### src/hdl/mfc_pkg.sv
`timescale 1ns / 1ps
// ----------------------------------------------------------------------------
// Motion floodlight controller package
// Shared widths, mode codes, request codes and register indexes.
// ----------------------------------------------------------------------------
package mfc_pkg;

  // Field and register widths
  localparam int unsigned HoldW    = 8;
  localparam int unsigned ManualW  = 16;
  localparam int unsigned CfgIdxW  = 2;
  localparam int unsigned CfgDataW = 16;
  localparam int unsigned InDataW  = 8;
  localparam int unsigned OutDataW = 8;

  // Lamp suppression window announced by the suppress pulse, in seconds
  localparam int unsigned SuppressSeconds = 10;

  // Operating modes (state codes)
  localparam logic [1:0] MODE_AUTO  = 2'd0;
  localparam logic [1:0] MODE_OPEN  = 2'd1;
  localparam logic [1:0] MODE_CLOSE = 2'd2;

  // Manual request codes
  localparam logic [1:0] REQ_NONE  = 2'd0;
  localparam logic [1:0] REQ_OPEN  = 2'd1;
  localparam logic [1:0] REQ_CLOSE = 2'd2;

  // Day/night policy codes
  localparam logic [1:0] DN_AUTO   = 2'd0;
  localparam logic [1:0] DN_ALWAYS = 2'd1;
  localparam logic [1:0] DN_NEVER  = 2'd2;

  // Configuration register indexes
  localparam logic [CfgIdxW-1:0] CFG_MOTION_ENABLE = 2'd0;
  localparam logic [CfgIdxW-1:0] CFG_DAY_NIGHT     = 2'd1;
  localparam logic [CfgIdxW-1:0] CFG_HOLD_TICKS    = 2'd2;
  localparam logic [CfgIdxW-1:0] CFG_LIGHT_TICKS   = 2'd3;

  // Reset values of the configuration registers
  localparam logic [HoldW-1:0]   HOLD_TICKS_RST  = 8'd10;
  localparam logic [ManualW-1:0] LIGHT_TICKS_RST = 16'd30;

endpackage

### src/hdl/motion_floodlight_controller.sv
`timescale 1ns / 1ps
// ----------------------------------------------------------------------------
// Motion floodlight controller
// Security-light controller that advances one step per one-second tick.
// ----------------------------------------------------------------------------
// Each request on the slave stream is one tick. The block takes one tick per
// clock cycle and loads its result into the output register on acceptance;
// the rate rests on the mode, lamp, hold and manual-countdown registers all
// updating together on each accepted tick. A new tick is taken whenever the
// output register is empty or being drained in the same cycle. After reset
// the mode is manual close with the lamp considered on, so the first tick
// switches the lamp off with a notification unless a manual open arrives.
// The suppress_motion pulse tells the camera to ignore motion for ten seconds.
module motion_floodlight_controller (
  input  logic                        clk_i,
  input  logic                        rst_ni,
  // Configuration write port
  input  logic                        cfg_we_i,
  input  logic [mfc_pkg::CfgIdxW-1:0] cfg_idx_i,
  input  logic [mfc_pkg::CfgDataW-1:0] cfg_data_i,
  // Tick requests
  input  logic                        s_axis_tvalid,
  output logic                        s_axis_tready,
  // [0] motion, [1] night, [3:2] manual_request, [7:4] zero
  input  logic [mfc_pkg::InDataW-1:0] s_axis_tdata,
  // Tick results
  output logic                        m_axis_tvalid,
  input  logic                        m_axis_tready,
  // [0] lamp_on, [1] force_day, [2] notify_valid, [3] notify_on,
  // [4] suppress_motion, [7:5] zero
  output logic [mfc_pkg::OutDataW-1:0] m_axis_tdata
);
  import mfc_pkg::*;

  // Configuration registers
  logic               motion_enable_q;
  logic [1:0]         day_night_q;
  logic [HoldW-1:0]   hold_ticks_q;
  logic [ManualW-1:0] light_ticks_q;

  // Controller state
  logic [1:0]         mode_q, mode_d;
  logic               lamp_q, lamp_d;
  logic               episode_q, episode_d;
  logic               reported_q, reported_d;
  logic [HoldW-1:0]   hold_q, hold_d;
  logic [ManualW-1:0] manual_q, manual_d;

  // Result of the current tick
  logic notify_valid, notify_on, suppress;

  // Output register
  logic                out_valid_q;
  logic [OutDataW-1:0] out_data_q;

  // Input fields
  logic       motion, night;
  logic [1:0] req;
  logic       accept;

  assign motion = s_axis_tdata[0];
  assign night  = s_axis_tdata[1];
  assign req    = s_axis_tdata[3:2];

  assign s_axis_tready = !out_valid_q || m_axis_tready;
  assign accept        = s_axis_tvalid && s_axis_tready;

  // Configuration writes
  always_ff @(posedge clk_i or negedge rst_ni) begin
    if (!rst_ni) begin
      motion_enable_q <= 1'b0;
      day_night_q     <= DN_AUTO;
      hold_ticks_q    <= HOLD_TICKS_RST;
      light_ticks_q   <= LIGHT_TICKS_RST;
    end else if (cfg_we_i) begin
      case (cfg_idx_i)
        CFG_MOTION_ENABLE: motion_enable_q <= cfg_data_i[0];
        CFG_DAY_NIGHT:     day_night_q     <= cfg_data_i[1:0];
        CFG_HOLD_TICKS:    hold_ticks_q    <= cfg_data_i[HoldW-1:0];
        CFG_LIGHT_TICKS:   light_ticks_q   <= cfg_data_i[ManualW-1:0];
        default: ;
      endcase
    end
  end

  // One tick of the controller: a manual open or close request, else the mode step
  always_comb begin
    logic allowed;
    mode_d       = mode_q;
    lamp_d       = lamp_q;
    episode_d    = episode_q;
    reported_d   = reported_q;
    hold_d       = hold_q;
    manual_d     = manual_q;
    notify_valid = 1'b0;
    notify_on    = 1'b0;
    suppress     = 1'b0;
    allowed      = (day_night_q == DN_ALWAYS) || ((day_night_q == DN_AUTO) && night);

    case (req)
      REQ_OPEN: begin
        if (mode_q != MODE_OPEN) begin
          // Entering manual open; a lamp lit from close mode reports off first
          if ((mode_q == MODE_CLOSE) && lamp_q) begin
            notify_valid = 1'b1;
            suppress     = 1'b1;
          end
          if (!lamp_q) begin
            suppress = 1'b1;
          end
          lamp_d     = 1'b1;
          mode_d     = MODE_OPEN;
          episode_d  = 1'b0;
          reported_d = 1'b0;
          hold_d     = '0;
          manual_d   = light_ticks_q;
        end else if (manual_q != '0) begin
          manual_d = manual_q - 1'b1;
        end else begin
          // Open while open after the countdown ran out ends the open
          notify_valid = lamp_q;
          lamp_d       = 1'b0;
          suppress     = 1'b1;
          mode_d       = MODE_AUTO;
        end
      end
      REQ_CLOSE: begin
        if (mode_q == MODE_OPEN) begin
          suppress = 1'b1;
        end else if (lamp_q) begin
          notify_valid = 1'b1;
          suppress     = 1'b1;
        end
        lamp_d     = 1'b0;
        episode_d  = 1'b0;
        reported_d = 1'b0;
        hold_d     = '0;
        mode_d     = MODE_AUTO;
      end
      default: begin
        if (mode_q == MODE_OPEN) begin
          // Manual countdown
          if (manual_q != '0) begin
            manual_d = manual_q - 1'b1;
          end else begin
            notify_valid = 1'b1;
            lamp_d       = 1'b0;
            suppress     = 1'b1;
            mode_d       = MODE_AUTO;
          end
        end else if (mode_q == MODE_AUTO) begin
          if (!motion_enable_q) begin
            // Motion lighting disabled: switch off and drop the episode
            if (lamp_q) begin
              notify_valid = 1'b1;
              suppress     = 1'b1;
            end
            lamp_d     = 1'b0;
            episode_d  = 1'b0;
            reported_d = 1'b0;
            hold_d     = '0;
          end else begin
            // Hold window: motion reloads, quiet ticks count down
            if (motion) begin
              episode_d = 1'b1;
              hold_d    = hold_ticks_q;
            end else if (hold_q != '0) begin
              hold_d = hold_q - 1'b1;
            end else begin
              episode_d = 1'b0;
            end
            if (episode_d && !reported_q) begin
              if (allowed) begin
                reported_d   = 1'b1;
                lamp_d       = 1'b1;
                notify_valid = 1'b1;
                notify_on    = 1'b1;
                suppress     = 1'b1;
              end
            end else if (!episode_d && reported_q) begin
              if (lamp_q) begin
                notify_valid = 1'b1;
                suppress     = 1'b1;
              end
              lamp_d     = 1'b0;
              episode_d  = 1'b0;
              reported_d = 1'b0;
              hold_d     = '0;
            end
          end
        end else begin
          // Close mode: switch off and fall back to auto
          if (lamp_q) begin
            notify_valid = 1'b1;
            suppress     = 1'b1;
          end
          lamp_d     = 1'b0;
          episode_d  = 1'b0;
          reported_d = 1'b0;
          hold_d     = '0;
          mode_d     = MODE_AUTO;
        end
      end
    endcase
  end

  // State update on each accepted tick
  always_ff @(posedge clk_i or negedge rst_ni) begin
    if (!rst_ni) begin
      mode_q     <= MODE_CLOSE;
      lamp_q     <= 1'b1;
      episode_q  <= 1'b0;
      reported_q <= 1'b0;
      hold_q     <= '0;
      manual_q   <= '0;
    end else if (accept) begin
      mode_q     <= mode_d;
      lamp_q     <= lamp_d;
      episode_q  <= episode_d;
      reported_q <= reported_d;
      hold_q     <= hold_d;
      manual_q   <= manual_d;
    end
  end

  // Output register valid
  always_ff @(posedge clk_i or negedge rst_ni) begin
    if (!rst_ni) begin
      out_valid_q <= 1'b0;
    end else if (accept) begin
      out_valid_q <= 1'b1;
    end else if (m_axis_tready) begin
      out_valid_q <= 1'b0;
    end
  end

  // Output register payload
  always_ff @(posedge clk_i) begin
    if (accept) begin
      out_data_q <= {3'b000, suppress, notify_on, notify_valid, lamp_d, lamp_d};
    end
  end

  assign m_axis_tvalid = out_valid_q;
  assign m_axis_tdata  = out_data_q;

endmodule

### config.mk
export PLATFORM = sky130hd
export DESIGN_NAME = motion_floodlight_controller
export DESIGN_NICKNAME = d
export VERILOG_FILES = /design/src/hdl/mfc_pkg.sv /design/src/hdl/motion_floodlight_controller.sv
export SDC_FILE = /design/constraint.sdc
export NUM_CORES = 1
export LEC_CHECK = 0
export ABC_AREA = 1
export BUFFER_PORTS_ARGS = -buffer_cell sky130_fd_sc_hd__buf_2
export CORE_UTILIZATION = 61
export CTS_BUF_LIST = sky130_fd_sc_hd__clkbuf_4 sky130_fd_sc_hd__clkbuf_8
export DETAILED_ROUTE_END_ITERATION = 8
export GPL_TIMING_DRIVEN = 0
export PLACE_DENSITY = 0.81
export SYNTH_ARGS = -nofsm -noshare
export SYNTH_HDL_FRONTEND = slang
export SYNTH_SLANG_ARGS = --single-unit
### constraint.sdc
create_clock -name clk_i -period 2.3 [get_ports clk_i]
set_clock_uncertainty 0.2 [all_clocks]
set_input_delay 0.115 -clock clk_i [delete_from_list [all_inputs] [get_ports clk_i]]
set_output_delay 0.115 -clock clk_i [all_outputs]
set_load 0.03 [all_outputs]
## Yosys cells after proc, flatten, opt, wreduce, memory -nomap -nowiden

Cells that the tools add are included.

| storage, ports and cells | value |
|---|---|
| output and inout bits | 10 |
| bits in writable memories | 0 |
| input bits | 31 |
| bits in latches | 0 |
| register bits after elaboration | 62 |
| bits in read-only memories | 0 |
| memories kept | 0 |

| cells by class | value |
|---|---|
| shift-type cells | 0 |
| $lt $le $gt $ge | 0 |
| equal/unequal tests | 14 |
| mux-type cells | 66 |
| reductions and logical operators | 27 |
| divide/modulo/power cells | 0 |
| $mul | 0 |
| bitwise gates (word level) | 4 |
| $add $sub $neg | 2 |

Operator list:

| cell | number |
|---|---|
| $mux 8 | 8 |
| $mux 16 | 3 |
| $mux 1 | 43 |
| $pmux 16 s2 | 1 |
| $pmux 8 s2 | 1 |
| $reduce_bool 16->1 | 1 |
| $sub 16x1->16 const B | 1 |
| $pmux 1 s2 | 5 |
| $reduce_and 2->1 | 5 |
| $eq 2x1->1 const B | 4 |
| $eq 2x2->1 const B | 4 |
| $mux 2 | 4 |
| $reduce_bool 8->1 | 1 |
| $sub 8x1->8 const B | 1 |
| $logic_not 2->1 | 3 |
| $ne 6x2->1 const B | 1 |
| $ne 6x4->1 const B | 1 |
| $reduce_and 3->1 | 2 |
| $reduce_or 6->1 | 1 |
| $logic_and 1x1->1 | 5 |
| $reduce_and 5->1 | 1 |
| $ne 4x2->1 const B | 1 |
| $not 1->1 | 4 |
| $pmux 2 s2 | 1 |
| other kinds (7) | 11 |

## Longest topological paths before layout

| logic depth | value |
|---|---|
| depth after elaboration | 15 |
| depth in mapped cells | 14 |

## Least setup slack after synthesis

OpenSTA, ideal clock, no wires.

| timing path | value |
|---|---|
| kind | register to register |
| start | register hold_q[0] |
| end | register out_data_q[4], in the netlist m_axis_tdata[4] (data pin) |
| path buffers | 0 |
| data required time | 1.832 ns |
| data arrival time | 1.646 ns |
| period minus slack after synthesis | 2.115 ns |
| setup time | 0.268 ns |
| cell stages (with the launch flop) | 11 |
| slack | 0.185 ns |
| path through | dfrtp_1 > inv_1 > ha_1 > nand4_1 > a21oi_1 > inv_1 > ha_1 > nand2_1 > o2bb2ai_1 > o21ai_0 > nand3_1 |

| on the way | value |
|---|---|
| longest elaborated chain between the ends | 15 |
| elaborated cells on any way between the ends | 16 |
| those cells by class | 12 x mux; 4 x reduce/logical |

RTL lines:

| item | RTL line | source |
|---|---|---|
| start: declaration | motion_floodlight_controller.sv:46 | `logic [HoldW-1:0] hold_q, hold_d;` |
| start signal: assignment | motion_floodlight_controller.sv:221 | `hold_q <= hold_d;` |
| $reduce_bool 8->1 * | motion_floodlight_controller.sv:167 | `end else if (hold_q != '0) begin` |
| $mux 1 * | motion_floodlight_controller.sv:167 |  |
| $mux 1 * | motion_floodlight_controller.sv:164 | `if (motion) begin` |
| $mux 1 * | motion_floodlight_controller.sv:152 | `if (!motion_enable_q) begin` |
| $mux 1 * | motion_floodlight_controller.sv:151 | `end else if (mode_q == MODE_AUTO) begin` |
| $mux 1 * | motion_floodlight_controller.sv:141 | `if (mode_q == MODE_OPEN) begin` |
| $mux 1 * | motion_floodlight_controller.sv:100 | `case (req)` |
| $logic_not 1->1 | motion_floodlight_controller.sv:180 | `end else if (!episode_d && reported_q) begin` |
| $logic_and 1x1->1 | motion_floodlight_controller.sv:180 |  |
| $mux 1 | motion_floodlight_controller.sv:180 |  |
| $mux 1 * | motion_floodlight_controller.sv:172 | `if (episode_d && !reported_q) begin` |
| $mux 1 * | motion_floodlight_controller.sv:152 |  |
| $mux 1 * | motion_floodlight_controller.sv:151 |  |
| $mux 1 * | motion_floodlight_controller.sv:141 |  |
| $pmux 1 s2 * | motion_floodlight_controller.sv:100 |  |
| named net suppress | motion_floodlight_controller.sv:50 | `logic notify_valid, notify_on, suppress;` |
| end signal: assignment | motion_floodlight_controller.sv:240 | `out_data_q <= {3'b000, suppress, notify_on, notify_valid, lamp_d, lamp_d};` |
| end: declaration | motion_floodlight_controller.sv:54 | `logic [OutDataW-1:0] out_data_q;` |

Mark *: on every way through the listed nets, which the timed path passes. The rest lies on a longest branch. The select of a mux whose other input is x is not followed.
A chain may end at the register's enable or synchronous reset.

## Final worst setup path

| timing path | value |
|---|---|
| start | register hold_q[5] |
| end | register hold_q[7] |

| on the way | value |
|---|---|
| longest elaborated chain between the ends | 15 |
| elaborated cells on any way between the ends | 19 |
| those cells by class | 1 x add/sub; 14 x mux; 4 x reduce/logical |

RTL lines:

| item | RTL line |
|---|---|
| $reduce_bool 8->1 | motion_floodlight_controller.sv:167 |
| $mux 1 | motion_floodlight_controller.sv:167 |
| $mux 1 | motion_floodlight_controller.sv:164 |
| $mux 1 | motion_floodlight_controller.sv:152 |
| $mux 1 | motion_floodlight_controller.sv:151 |
| $mux 1 | motion_floodlight_controller.sv:141 |
| $mux 1 | motion_floodlight_controller.sv:100 |
| $logic_not 1->1 | motion_floodlight_controller.sv:180 |
| $logic_and 1x1->1 | motion_floodlight_controller.sv:180 |
| $mux 8 | motion_floodlight_controller.sv:180 |
| $mux 8 * | motion_floodlight_controller.sv:172 |
| $mux 8 * | motion_floodlight_controller.sv:152 |
| $mux 8 * | motion_floodlight_controller.sv:151 |
| $mux 8 * | motion_floodlight_controller.sv:141 |
| $pmux 8 s2 * | motion_floodlight_controller.sv:100 |

Mark *: on every way between the ends. The rest lies on a longest branch, timed or not. The select of a mux whose other input is x is not followed.

==> implementation parameters <==
Parameter                              Value

Yosys
  Share of the synthesized area in the top cell type ... 34.30%
  Post-synth design cell area ... ~3600 µm²
  Number of synthesized register bits ... between 60 and 70
  Number of synthesis warnings ... 0
  Sequential element share of the synthesized area ... ~44%
  Largest cells by area after synthesis ... dfrtp_1 (34%), nand2_1 (16%), nor2_1 (6.9%), inv_1 (6.6%), o21ai_0 (6.2%)
  Number of different library cells in the post-synthesis netlist ... 32
  Cell count after synthesis ... 496
  Mean cell area of the mapped netlist ... between 7 and 8 µm²
  Biggest area consumer among synthesized cells ... dfrtp_1

Detailed routing
  Iteration-0 DRC Markers ... about 250
  Via count ... around 3600
  Residual antenna-violating net count after detailed routing ... 0
  DRC Markers ... 0
  Routed len/inst ... about 15 µm
  Via density ... between 5 and 6
  Wirelength, routed ... around 9400 µm
  Iteration count of the initial detailed-routing pass ... 5

Power
  Total net switching power ... approximately 1.7 mW
  Lkg Pwr ... 2.300 nW
  Switching share of power ... between 30% and 40%
  Overall power consumption ... 4.429 mW
  IR Drop Worst-Case VDD ... 0.6007 mV
  Clock group share of total power ... a little over a quarter
  Int Power ... ~2.7 mW
  Proportion of power drawn by combinational gates ... between 30% and 40%
  Sequential group share of total power ... a little over a third
  Total power per unit cell area ... around 1000 nW/µm²

Run status
  Outcome ... finished, final reports clean

CTS
  CTS tree ... done
  Count of H-tree levels built during CTS ... 3
  Clock slew at the register clock pins of the worst setup and hold paths ... around 0.080 ns
  Buffers from clock root to sink, at most ... 2
  Number of buffers added by the clock tree synthesis step ... 9
  Clock sink count ... 61
  Clock root buffer ... clkbuf_8
  Latest clock arrival within the worst-skew pair ... approximately 0.34 ns

Setup path
  Worst Path Class, Setup ... reg2reg
  Critical Path End Type ... register
  Startpoint type of the worst setup path ... register
  Maximum net fanout on the critical path ... 6
  Arrival time of data at the critical path endpoint ... between 2 and 2.5 ns
  Required time of the worst setup path ... approximately 2.3 ns

Run
  MaxCap Viol Count ... 0

Die
  Die Wd ... between 70 and 80 µm
  Count of standard-cell rows ... 27
  Initial Utilization ... around 64%
  Floorplan die height ... 78.55 µm
  Die Area ... between 6000 and 7000 µm²
  CORE AREA ... around 5600 µm²
  Number of primary I/O pins ... 41

Place
  Total of buffers placed on input and output ports ... 33
  Placed Instance Area ... roughly 3800 µm²
  Placer's final routability congestion estimate ... approximately 0.90
  Detailed placement HPWL ... 5825 µm

STA
  Final Max Tran Viols ... 0
  Final hold violation count ... 0
  Max_slew headroom ... ~50%
  Transition time at the pin with the least slew margin ... around 0.74 ns
  Final setup violation count ... 0
  Final worst path period need ... between 2 and 2.5 ns
  Top achievable clock speed ... around 450 MHz
  Final total negative setup slack ... 0 ns
  Part of the cycle the worst path needs ... a little under 100%

Cells and area
  Antenna fix cells ... 0
  Fin area ... approximately 4400 µm²
  Fraction of final layout cells with drive strength greater than 1 ... between 15 and 20%
  Layout-stage area growth over the synthesis result ... 22.61%
  Number of inserted filler cells in the final layout ... ~390
  Final nets ... 610

Global route
  Pin count of the biggest net entering global routing ... 58
  Tot GR Track Use ... around a third
  Global route total overflow ... 0
  Global-route wire length before repair ... approximately 15000 µm
  Number of antenna violations at the first check in global routing ... 0
  Number of global-route vias before repair ... roughly 3400

Hold path
  HP Class ... in2reg
-- Yosys cell counts --
master and number:
o21ai_0 44, dfstp_2 8, clkbuf_1 4, nor3_1 2, buf_4 4, inv_1 63
o2bb2ai_1 1, ha_1 9, o21ai_1 1, nor2_4 2, nand4_1 6, mux2_2 4
buf_2 4, nand3_1 28, edfxtp_1 4, xnor2_1 2, a21oi_1 18, nand3b_1 2
a21oi_2 3, o211ai_1 2, nor3_4 1, nor2_2 3, a31oi_1 1, dfrtp_1 49
buf_6 2, conb_1 1, nor2_1 66, xor2_1 3, nand2_1 152, o22ai_1 3
nand2_2 2, inv_2 2
-- worst max-delay path, cell delays in order (launching register included) --
cell	delay [ns]
dfrtp_1	0.42
nor2_1	0.21
nand4_1	0.21
a21oi_2	0.22
inv_1	0.08
ha_2	0.18
inv_2	0.05
nand2_2	0.05
nand2_2	0.08
nor2_4	0.06
inv_2	0.11
nor2_1	0.07
nand2_1	0.09
nand2_1	0.07
-- flip-flops by register name, summed over array words and instances (netlist names) --
register / cells
light_ticks_q: 16
manual_q: 16
motion_enable_q: 1
m_axis_tvalid: 1
m_axis_tdata: 4
hold_ticks_q: 8
day_night_q: 2
mode_q: 2
episode_q: 1
reported_q: 1
lamp_q: 1
hold_q: 8
-- final cells by class --
class	instances	area, µm²	share of cell area, %
Buffer	14	87.58	1.998
Timing Repair Buffer	61	437.9	9.991
Multi-Input combinational cell	358	1720	39.25
Inverter	65	244.0	5.567
Clock inverter	7	121.4	2.769
Tap cell	72	90.09	2.055
Clock buffer	9	123.9	2.826
Sequential cell	61	1558	35.54
-- repair_timing --
| item | 4_1_cts | 5_1_grt |
|---|---|---|
| cloned | 0 | 0 |
| hold buffers | 24 | 0 |
| hold endpoints to repair | 83 | 0 |
| setup buffers | 1 | 3 |
| setup endpoints to repair | 11 | 13 |
| resized for setup | 1 | 12 |
| pin swaps | 2 | 3 |
-- metal layers --
layer  part of all wire (%)  vias to the layer above  GRT usage (%)  wire [µm]
met5                      0                        -              0          0
met4                    3.1                        0          16.30        293
met3                    6.2                       38          6.279        582
met2                     48                      158          53.65       4526
met1                     43                     1657          41.39       4000
li1                       -                     1714              -          -
-- cells in the final DEF, fill, tap and decap left out, types with 2 or more instances in the layout --
cell	synthesis	final
a21oi_1	18	17
a21oi_2	3	4
buf_2	4	36
buf_4	4	9
buf_6	2	2
bufinv_16	0	3
clkbuf_1	4	4
clkbuf_8	0	9
conb_1	1	3
dfrtp_1	49	48
dfstp_2	8	8
dlygate4sd3_1	0	24
edfxtp_1	4	4
ha_1	9	7
inv_1	63	59
inv_2	2	6
mux2_2	4	4
nand2_1	152	150
nand2_2	2	4
nand3_1	28	28
nand3b_1	2	2
nand4_1	6	6
nor2_1	66	65
nor2_2	3	4
nor2_4	2	2
nor3_1	2	2
o211ai_1	2	2
o21ai_0	44	43
o21ai_1	1	2
o22ai_1	3	3
xnor2_1	2	2
xor2_1	3	3
-- worst paths after layout --
| path | start | to | slack [ns] | cells after the start |
|---|---|---|---|---|
| hold reg to reg | hold_ticks_q[0] | hold_ticks_q[0] | 0.29 | 2 |
| min in group asynchronous | rst_ni | mode_q[0] | 0.17 | 2 |
| setup reg to reg | hold_q[5] | hold_q[7] | 0.07 | 13 |
| max in group asynchronous | rst_ni | hold_q[3] | 1.20 | 2 |
| setup / recovery | hold_q[5] | hold_q[7] | 0.07 | 13 |
| hold / removal | s_axis_tdata[1] | m_axis_tdata[3] | 0.07 | 5 |
-- metrics by stage --
step / util (%) / setup WS (ns) / cells / hold slack [ns]
2_1_floorplan: - / 0.1854 / 498 / -0.3806
3_3_place_gp: 68.84 / -0.05902 / 603 / 0.1467
3_5_place_dp: 68.84 / -0.1086 / 603 / 0.1514
4_1_cts: 77.76 / 0.02821 / 644 / 0.06862
5_1_grt: 78.63 / -0.04406 / 647 / 0.1082
6_report: 78.63 / 0.06820 / 647 / 0.07401
-- kinds of logic (layout without fill, tap and decap cells) --
kind of cell               count (synthesis)  after routing  synth area share (%)
and+or+nand+nor                          264            264                 30.52
adders and majority gates                  9              9                 3.150
other                                      1              3                0.1049
muxes                                      4              4                 1.260
DFF                                       61             61                 43.54
AOI/OAI and AO/OA                         73             73                 10.92
buffers and inverters                     79            156                 9.276
xor gates and xnor gates                   5              5                 1.225
-- power groups by stage --
stage          Sequential (mW)  Combinational, mW  Clock (mW)
6_report                  1.61               1.61        1.21
5_1_grt                   1.64               1.84        1.25
2_1_floorplan             1.57               1.14           0
3_5_place_dp              1.62               1.45           0
4_1_cts                   1.60               1.53        1.20
3_3_place_gp              1.61               1.40           0
No activity file was read; power rests on OpenSTA's default activity.
